`config.mk`:
```
export PLATFORM = sky130hd
export DESIGN_NAME = lru_key_value_cache
export DESIGN_NICKNAME = d
export VERILOG_FILES = /design/src/sv/lkvc_pkg.sv /design/src/sv/lkvc_ctrl.sv /design/src/sv/lkvc_datapath.sv /design/src/sv/lru_key_value_cache.sv
export SDC_FILE = /design/constraint.sdc
export NUM_CORES = 1
export LEC_CHECK = 0
export ABC_AREA = 1
export BUFFER_PORTS_ARGS = -buffer_cell sky130_fd_sc_hd__buf_4
export CORE_UTILIZATION = 42
export DETAILED_ROUTE_END_ITERATION = 8
export PLACE_DENSITY = 0.65
export RECOVER_POWER = 25
export SLEW_MARGIN = 20
export SYNTH_ARGS = -nofsm -noshare
export SYNTH_HDL_FRONTEND = slang
export SYNTH_SLANG_ARGS = --single-unit
export TNS_END_PERCENT = 5
```
`constraint.sdc`:
```
create_clock -name clock -period 4.4 [get_ports clock]
set_input_delay 0.88 -clock clock [delete_from_list [all_inputs] [get_ports clock]]
set_output_delay 0.88 -clock clock [all_outputs]
set_load 0.005 [all_outputs]
```
`src/sv/lkvc_pkg.sv`:
```
// ----------------------------------------------------------------------------
// lkvc_pkg: shared types and constants of the LRU key-value cache.
// Holds the request and response item layouts and the controller commands.
// ----------------------------------------------------------------------------
package lkvc_pkg;

   localparam int KEY_BITS   = 16;
   localparam int VALUE_BITS = 16;
   localparam int CAP_BITS   = 5;

   localparam logic [CAP_BITS-1:0] CAP_RESET = 5'd16;

   localparam logic ACT_GET = 1'b0;
   localparam logic ACT_PUT = 1'b1;

   typedef struct packed {
      logic                  action;
      logic [KEY_BITS-1:0]   key;
      logic [VALUE_BITS-1:0] value;
   } req_type;

   typedef struct packed {
      logic                  hit;
      logic [VALUE_BITS-1:0] read_value;
      logic                  evicted;
      logic [KEY_BITS-1:0]   evicted_key;
   } rsp_type;

   // Commands from the controller to the datapath.
   typedef struct packed {
      logic load;
      logic scan_rd;
      logic commit;
      logic upd_rd;
      logic respond;
   } ctl_cmd_type;

endpackage

```
`src/sv/lkvc_ctrl.sv`:
```
// ----------------------------------------------------------------------------
// lkvc_ctrl: sequencer of the LRU key-value cache.
// Steps one item through a lookup sweep, a commit and a rank-update sweep.
// ----------------------------------------------------------------------------
module lkvc_ctrl #(
   parameter int ENTRIES = 16
) (
   input  logic                                        clock,
   input  logic                                        reset,
   input  logic                                        start,
   output logic                                        busy,
   output logic [((ENTRIES > 1) ? $clog2(ENTRIES) : 1)-1:0] addr,
   output lkvc_pkg::ctl_cmd_type                       cmd
);
   import lkvc_pkg::*;

   localparam int AW = (ENTRIES > 1) ? $clog2(ENTRIES) : 1;
   localparam logic [AW-1:0] LAST_IDX = AW'(ENTRIES - 1);

   typedef enum logic [2:0] {
      ST_IDLE,
      ST_SCAN,
      ST_SCAN_END,
      ST_COMMIT,
      ST_UPDATE,
      ST_UPD_END,
      ST_RESPOND
   } state_type;

   state_type     state_ff, state_in;
   logic [AW-1:0] idx_ff, idx_in;
   logic          busy_ff, busy_in;
   logic          take;

   assign take = start && ((state_ff == ST_IDLE) || (state_ff == ST_RESPOND));

   always_comb begin
      state_in = state_ff;
      idx_in   = idx_ff;
      case (state_ff)
         ST_IDLE, ST_RESPOND: begin
            if (take) begin
               state_in = ST_SCAN;
               idx_in   = '0;
            end else begin
               state_in = ST_IDLE;
            end
         end
         ST_SCAN: begin
            if (idx_ff == LAST_IDX) begin
               state_in = ST_SCAN_END;
            end else begin
               idx_in = idx_ff + AW'(1);
            end
         end
         ST_SCAN_END: begin
            state_in = ST_COMMIT;
         end
         ST_COMMIT: begin
            state_in = ST_UPDATE;
            idx_in   = '0;
         end
         ST_UPDATE: begin
            if (idx_ff == LAST_IDX) begin
               state_in = ST_UPD_END;
            end else begin
               idx_in = idx_ff + AW'(1);
            end
         end
         ST_UPD_END: begin
            state_in = ST_RESPOND;
         end
         default: begin
            state_in = ST_IDLE;
         end
      endcase
      busy_in = (state_in != ST_IDLE) && (state_in != ST_RESPOND);
   end

   always_ff @(posedge clock) begin
      if (reset) begin
         state_ff <= ST_IDLE;
         idx_ff   <= '0;
         busy_ff  <= 1'b0;
      end else begin
         state_ff <= state_in;
         idx_ff   <= idx_in;
         busy_ff  <= busy_in;
      end
   end

   assign busy = busy_ff;
   assign addr = idx_ff;

   always_comb begin
      cmd         = '0;
      cmd.load    = take;
      cmd.scan_rd = (state_ff == ST_SCAN);
      cmd.commit  = (state_ff == ST_COMMIT);
      cmd.upd_rd  = (state_ff == ST_UPDATE);
      cmd.respond = (state_ff == ST_RESPOND);
   end

endmodule

```
`src/sv/lkvc_datapath.sv`:
```
// ----------------------------------------------------------------------------
// lkvc_datapath: entry storage, lookup tracking and recency ranks.
// Key, value and rank live in memories; valid bits and the count in flops.
// ----------------------------------------------------------------------------
module lkvc_datapath #(
   parameter int ENTRIES = 16
) (
   input  logic                                        clock,
   input  logic                                        reset,
   input  logic [((ENTRIES > 1) ? $clog2(ENTRIES) : 1)-1:0] addr,
   input  lkvc_pkg::ctl_cmd_type                       cmd,
   input  lkvc_pkg::req_type                           req_data,
   input  logic                                        csr_valid,
   input  logic [lkvc_pkg::CAP_BITS-1:0]               csr_data,
   output lkvc_pkg::rsp_type                           rsp_data
);
   import lkvc_pkg::*;

   localparam int AW    = (ENTRIES > 1) ? $clog2(ENTRIES) : 1;
   localparam int RW    = AW;
   localparam int CW    = $clog2(ENTRIES + 1);
   localparam int CMP_W = (CW > CAP_BITS) ? CW : CAP_BITS;

   typedef enum logic [1:0] {
      MODE_NONE,
      MODE_HIT,
      MODE_INSERT
   } upd_mode_type;

   // Storage.
   logic [KEY_BITS-1:0]   key_mem   [ENTRIES];
   logic [VALUE_BITS-1:0] value_mem [ENTRIES];
   logic [RW-1:0]         rank_mem  [ENTRIES];
   logic [ENTRIES-1:0]    valid_ff;
   logic [CW-1:0]         count_ff;
   logic [CAP_BITS-1:0]   capacity_ff;

   // Registered read data and the address it belongs to.
   logic [KEY_BITS-1:0]   key_q_ff;
   logic [VALUE_BITS-1:0] value_q_ff;
   logic [RW-1:0]         rank_q_ff;
   logic [AW-1:0]         addr_d_ff;
   logic                  scan_pend_ff;
   logic                  upd_pend_ff;

   // Lookup trackers.
   req_type               req_ff;
   logic                  found_ff;
   logic [AW-1:0]         found_idx_ff;
   logic [RW-1:0]         found_rank_ff;
   logic [VALUE_BITS-1:0] found_value_ff;
   logic                  free_seen_ff;
   logic [AW-1:0]         free_idx_ff;
   logic                  lru_seen_ff;
   logic [AW-1:0]         lru_idx_ff;
   logic [RW-1:0]         lru_rank_ff;
   logic [KEY_BITS-1:0]   lru_key_ff;

   // Rank update control.
   upd_mode_type          mode_ff, mode_in;
   logic [AW-1:0]         target_ff, target_in;
   logic [RW-1:0]         target_rank_ff;
   rsp_type               rsp_ff, rsp_in;

   logic                  rd_valid;
   logic                  rd_match;
   logic                  is_put;
   logic [CMP_W-1:0]      cap_lo;
   logic [CMP_W-1:0]      cap_eff;
   logic                  can_fill;
   logic                  insert;
   logic [RW-1:0]         rank_new;

   assign rd_valid = valid_ff[addr_d_ff];
   assign rd_match = rd_valid && (key_q_ff == req_ff.key);
   assign is_put   = (req_ff.action == ACT_PUT);

   // A capacity of zero acts as one, any larger than the entry count as that count.
   assign cap_lo   = (capacity_ff == '0) ? CMP_W'(1) : CMP_W'(capacity_ff);
   assign cap_eff  = (cap_lo > CMP_W'(ENTRIES)) ? CMP_W'(ENTRIES) : cap_lo;
   assign can_fill = CMP_W'(count_ff) < cap_eff;
   assign insert   = is_put && !found_ff;

   always_comb begin
      mode_in   = MODE_NONE;
      target_in = found_idx_ff;
      if (found_ff) begin
         mode_in = MODE_HIT;
      end else if (is_put) begin
         mode_in   = MODE_INSERT;
         target_in = can_fill ? free_idx_ff : lru_idx_ff;
      end
      rsp_in.hit         = found_ff;
      rsp_in.read_value  = (found_ff && !is_put) ? found_value_ff : '0;
      rsp_in.evicted     = insert && !can_fill;
      rsp_in.evicted_key = (insert && !can_fill) ? lru_key_ff : '0;
   end

   always_comb begin
      rank_new = rank_q_ff;
      case (mode_ff)
         MODE_HIT: begin
            if (addr_d_ff == target_ff) begin
               rank_new = '0;
            end else if (rd_valid && (rank_q_ff < target_rank_ff)) begin
               rank_new = rank_q_ff + RW'(1);
            end
         end
         MODE_INSERT: begin
            if (addr_d_ff == target_ff) begin
               rank_new = '0;
            end else if (rd_valid) begin
               rank_new = rank_q_ff + RW'(1);
            end
         end
         default: begin
            rank_new = rank_q_ff;
         end
      endcase
   end

   // Memories and payload registers.
   always_ff @(posedge clock) begin
      if (cmd.scan_rd) begin
         key_q_ff   <= key_mem[addr];
         value_q_ff <= value_mem[addr];
      end
      if (cmd.scan_rd || cmd.upd_rd) begin
         rank_q_ff <= rank_mem[addr];
      end
      addr_d_ff <= addr;
      if (cmd.commit && insert) begin
         key_mem[target_in] <= req_ff.key;
      end
      if (cmd.commit && is_put) begin
         value_mem[target_in] <= req_ff.value;
      end
      if (upd_pend_ff) begin
         rank_mem[addr_d_ff] <= rank_new;
      end
      if (cmd.load) begin
         req_ff <= req_data;
      end
      if (scan_pend_ff) begin
         if (rd_match && !found_ff) begin
            found_idx_ff   <= addr_d_ff;
            found_rank_ff  <= rank_q_ff;
            found_value_ff <= value_q_ff;
         end
         if (!rd_valid && !free_seen_ff) begin
            free_idx_ff <= addr_d_ff;
         end
         if (rd_valid && (!lru_seen_ff || (rank_q_ff >= lru_rank_ff))) begin
            lru_idx_ff  <= addr_d_ff;
            lru_rank_ff <= rank_q_ff;
            lru_key_ff  <= key_q_ff;
         end
      end
      if (cmd.commit) begin
         target_ff      <= target_in;
         target_rank_ff <= found_rank_ff;
         rsp_ff         <= rsp_in;
      end
   end

   // Control state.
   always_ff @(posedge clock) begin
      if (reset) begin
         valid_ff     <= '0;
         count_ff     <= '0;
         capacity_ff  <= CAP_RESET;
         scan_pend_ff <= 1'b0;
         upd_pend_ff  <= 1'b0;
         found_ff     <= 1'b0;
         free_seen_ff <= 1'b0;
         lru_seen_ff  <= 1'b0;
         mode_ff      <= MODE_NONE;
      end else begin
         scan_pend_ff <= cmd.scan_rd;
         upd_pend_ff  <= cmd.upd_rd;
         if (csr_valid) begin
            capacity_ff <= csr_data;
         end
         if (cmd.load) begin
            found_ff     <= 1'b0;
            free_seen_ff <= 1'b0;
            lru_seen_ff  <= 1'b0;
         end else if (scan_pend_ff) begin
            if (rd_match) begin
               found_ff <= 1'b1;
            end
            if (!rd_valid) begin
               free_seen_ff <= 1'b1;
            end
            if (rd_valid) begin
               lru_seen_ff <= 1'b1;
            end
         end
         if (cmd.commit) begin
            mode_ff <= mode_in;
            if (insert) begin
               valid_ff[target_in] <= 1'b1;
               if (can_fill) begin
                  count_ff <= count_ff + CW'(1);
               end
            end
         end
      end
   end

   assign rsp_data = rsp_ff;

endmodule

```
`src/sv/lru_key_value_cache.sv`:
```
// ----------------------------------------------------------------------------
// lru_key_value_cache: fully associative key-value cache with LRU replacement.
// Once start is taken, a lookup sweep, the commit and an update sweep run
// before the result strobe; the next start is taken at the earliest in
// the cycle that shows the result. Both sweeps run over the entry memories
// through one read port, one entry per cycle. The receiver cannot stall.
// Reset (synchronous) empties the store and sets the capacity to 16.
// ----------------------------------------------------------------------------
module lru_key_value_cache #(
   parameter int ENTRIES = 16
) (
   input  logic                          clock,
   input  logic                          reset,
   input  logic                          start,
   output logic                          busy,
   input  lkvc_pkg::req_type             req_data,
   output logic                          rsp_valid,
   output lkvc_pkg::rsp_type             rsp_data,
   input  logic                          csr_valid,
   output logic                          csr_ready,
   input  logic [lkvc_pkg::CAP_BITS-1:0] csr_data
);
   import lkvc_pkg::*;

   localparam int AW = (ENTRIES > 1) ? $clog2(ENTRIES) : 1;

   // Each item makes two passes over the entries. The lookup pass reads
   // every entry and records the first key match, the first free slot and
   // the least recent valid entry. The commit cycle then writes key, value
   // and valid bit and registers the result. The update pass rewrites every
   // rank: on a hit, entries more recent than the hit entry age by one; on
   // an insert, every other valid entry ages by one; the touched entry gets
   // rank zero. A get that misses leaves the ranks as they are.

   ctl_cmd_type   cmd;
   logic [AW-1:0] addr;

   lkvc_ctrl #(
      .ENTRIES (ENTRIES)
   ) u_ctrl (
      .clock (clock),
      .reset (reset),
      .start (start),
      .busy  (busy),
      .addr  (addr),
      .cmd   (cmd)
   );

   lkvc_datapath #(
      .ENTRIES (ENTRIES)
   ) u_datapath (
      .clock     (clock),
      .reset     (reset),
      .addr      (addr),
      .cmd       (cmd),
      .req_data  (req_data),
      .csr_valid (csr_valid),
      .csr_data  (csr_data),
      .rsp_data  (rsp_data)
   );

   // The result registers hold from the commit cycle; the strobe marks the
   // single cycle in which the item is delivered.
   assign rsp_valid = cmd.respond;

   // The capacity register takes a write in any cycle.
   assign csr_ready = 1'b1;

endmodule

```
==> qor.csv <==
stage,metric,value,unit
status,status,finished with violations,
status,violations,"max-capacitance violations, max-slew violations",
synthesis,syn-num-nets,2336,
critical_path,rr_startpoint,u_datapath.req_ff[31],
route,routed_wl,71.8,mm
clock_tree,ctsHoldBuffers,0,
pwr,peakVddDrop,0.250,mV
min_path,worstHoldEndpoint,u_datapath.found_value_ff[13],
finish,fin_nets,2406,
synthesis,postSynthCellCount,2278,
floorplanning,die_h,275,um
critical_path,path_max_fanout,20,
synthesis,ys_seq_area_frac,0.737,
place,io_buffer_count,77,
synthesis,syn_avg_cell_area,13.8,um2
finish,antenna_cells,0,
global_route,grt_use_total,0.192,
synthesis,synth_top_area_frac,0.708,
global_route,grt-ovfl-total,0,
critical_path,worst_setup_path_end_kind,register,
sta,max_freq,302,MHz
critical_path,cp_data_arrival_time,3.61,ns
synthesis,synth_top_cells_by_area,"edfxtp_1 71%, mux2i_1 4.6%, o211ai_1 3.5%",
sta,period_share,0.753,
pwr,power.switching,0.00347,W
floorplanning,dieArea,75700,um2
sta,fin_ws,1.09,ns
clock_tree,cts_tree,yes,
finish,drive_above_1_share,0.118,
place,detailedPlace.worstSlack,1.21,ns
global_route,antenna_found_initial,0,
min_path,min_path_type,reg2reg,
finish,final_cell_mix,"739 x edfxtp_1, 270 x inv_1, 185 x o21ai_0",
critical_path,critPathLaunchType,register,
floorplanning,die_w,275,um
synthesis,syn-cell-area,31400,um2
pwr,power_frac_seq,0.532,
place,place_congestion,0.876,
pwr,switching_share,0.219,
pwr,power,0.0158,W
min_path,min_from,u_datapath.value_q_ff[13],
synthesis,yosysUniqueCellTypes,41,
finish,finalNonFillerCells,3368,
route,route.vias.total,17930,
clock_tree,ctsHtreeMaxLevel,3,
sta,fin_tns_setup,0,ns
sta,relSlewSlack,-0.544,
pwr,power_frac_clock,0.416,
clock_tree,clockBufferDepth,3,
floorplanning,core,73500,um2
finish,finish.utilization,0.483,
critical_path,path_class,reg2reg,
route,drtAntennaViolNets,0,
job,max_cap_violations,1,
finish,fillers,6128,
finish,final_common_cell,edfxtp_1,
global_route,grtUsageMet1,0.265,
global_route,grt.busiest_layer,met2,
clock_tree,postCtsSetupBuffers,0,
clock_tree,path_clk_slew,0.06,ns
clock_tree,insertion_delay,0.63,ns
synthesis,synth_ff_type,edfxtp_1,
route,drt-initial-drc-count,1701,
critical_path,worstPathRequired,4.70,ns
floorplanning,rows,99,
sta,finClkSkew,0.0202,ns
global_route,grt_pass1_wl,108,mm
route,drtPass1Iterations,5,
clock_tree,cts-root-buf,clkbuf_16,
sta,worstMarginPinSlew,2.32,ns
critical_path,cp-startpoint,u_datapath.req_ff[31],
synthesis,ys_async_sr_fraction,0,
global_route,grt_max_degree,139,
synthesis,synth_seq_cells,784,
sta,final_max_slew_viol_count,39,
critical_path,rr_worst_depth,8,
floorplanning,io_pins,79,
sta,final-setup-viol-count,0,
finish,syn_to_final_growth,13.1,%
route,avgRoutedWirePerCell,21.3,um
synthesis,synth-edff-count,739,
clock_tree,cts_buffers,81,
global_route,grt.met2_usage,0.313,
clock_tree,ctsResizeCount,0,
pwr,power.density,446,nW/um2
pwr,pwr-share-comb,0.052,
synthesis,synth_warnings,0,
place,dp_hpwl,45.0,mm
sta,rsz0062_at_grt,no,
sta,period_needed,3.31,ns
pwr,p_int,0.0124,W
clock_tree,cts.sinks,784,
place,dp.cells,3224,
critical_path,regToRegSetupSlack,1.09,ns
critical_path,rr_endpoint,u_datapath.found_value_ff[4],
route,drc,0,
sta,hold_viol_final,0,
route,vias_per_cell,5.32,
min_path,hold_depth,0,
pwr,power_leakage,12.2,nW
global_route,globalRouteMet3Util,0.0266,
synthesis,yosysTopAreaCell,edfxtp_1,
floorplanning,start_util,0.427,
global_route,grt_pass1_vias,17787,
layer usage:
layer | share of wire | wire [um]
met3 | 0.059 | 4270
met1 | 0.43 | 31100
met2 | 0.48 | 34700
met5 | 0 | 0
met4 | 0.024 | 1720
worst max path at each step:
stage	slack, ns	endpoint	cells past startpoint
after floorplan	0.94	u_datapath.lru_idx_ff[0]	7
after global placement	1.21	u_datapath.key_mem[1][2]	15
after detailed placement	1.21	u_datapath.value_mem[1][10]	15
after CTS	1.20	u_datapath.value_mem[1][10]	15
after global routing	0.89	u_datapath.found_value_ff[2]	8
final	1.09	u_datapath.found_value_ff[4]	8
sequential cells by signal, summed over array words and instances, names as in the netlist, 2 cells and up:
| signal | flops |
|---|---|
| u_datapath.count_ff | 5 |
| u_datapath.addr_d_ff | 4 |
| u_datapath.lru_rank_ff | 4 |
| u_datapath.found_rank_ff | 4 |
| u_ctrl.state_ff | 3 |
| u_datapath.capacity_ff | 5 |
| u_datapath.value_q_ff | 16 |
| u_datapath.target_rank_ff | 4 |
| u_datapath.req_ff | 32 |
| u_datapath.key_q_ff | 16 |
| u_datapath.rank_q_ff | 4 |
| u_datapath.lru_key_ff | 16 |
| u_datapath.free_idx_ff | 4 |
| u_datapath.lru_idx_ff | 4 |
| u_datapath.mode_ff | 2 |
| u_datapath.rank_mem | 64 |
| u_datapath.target_ff | 4 |
| u_datapath.found_value_ff | 16 |
| u_datapath.found_idx_ff | 4 |
| u_datapath.value_mem | 256 |
| u_datapath.rsp_data | 34 |
| u_datapath.valid_ff | 16 |
| u_ctrl.addr | 4 |
| u_datapath.key_mem | 256 |
area by class of cell:
cell class | instances | area (um2) | share of cell area
clock buffer | 107 | 2210 | 0.0623
clock inverter | 37 | 345 | 0.00974
timing repair buffer | 102 | 795 | 0.0224
inverter | 279 | 1050 | 0.0296
multi-input combinational | 1100 | 6770 | 0.191
sequential | 784 | 23100 | 0.651
tap | 959 | 1200 | 0.0338
synthesized netlist by cell type (all sizes together), types with 2 or more instances:
cell and count:
or2 13, nor3 7, nand4 9, dfxtp 45
inv 279, xor2 2, xnor2 10, o211ai 145
a21oi 178, buf 58, clkbuf 57, o2111ai 2
nor2 115, edfxtp 739, o21ai 190, mux2i 144
nand3 101, nand2 155, ha 16, o21a 3
kinds of logic after synthesis:
kind of cell    Yosys count  synth area share
flops                   784             0.737
compound gates          524            0.0965
simple gates            403            0.0611
buf+inv                 394            0.0500
mux                     144            0.0460
fa+ha+maj                16           0.00638
xor+xnor                 12           0.00335
other cells               1          0.000120
worst max-delay path, cell delays in order (launching register included):
cell,delay (ns)
edfxtp_1,0.31
clkbuf_1,0.72
inv_1,0.20
nand2_1,0.11
o2111ai_1,0.12
nor3_1,0.62
nand3_1,0.25
nor2_2,0.27
buf_4,0.34
stage by stage:
stage	hold slack (ns)	area, um2
finish	0.414	35500
detailed placement	0.405	33000
global placement	0.402	33000
CTS	0.394	35500
global route	0.425	35500
floorplan	0.326	31400
power by group through the flow:
stage	Clock [W]	Sequential, W	Combinational [W]
2_1_floorplan	0	0.00847	0.000588
3_3_place_gp	0	0.00857	0.000812
3_5_place_dp	0	0.00858	0.000824
4_1_cts	0.00671	0.00842	0.000828
5_1_grt	0.00698	0.00843	0.000903
6_report	0.00658	0.00842	0.000824
(Power assumes the default switching activity.)
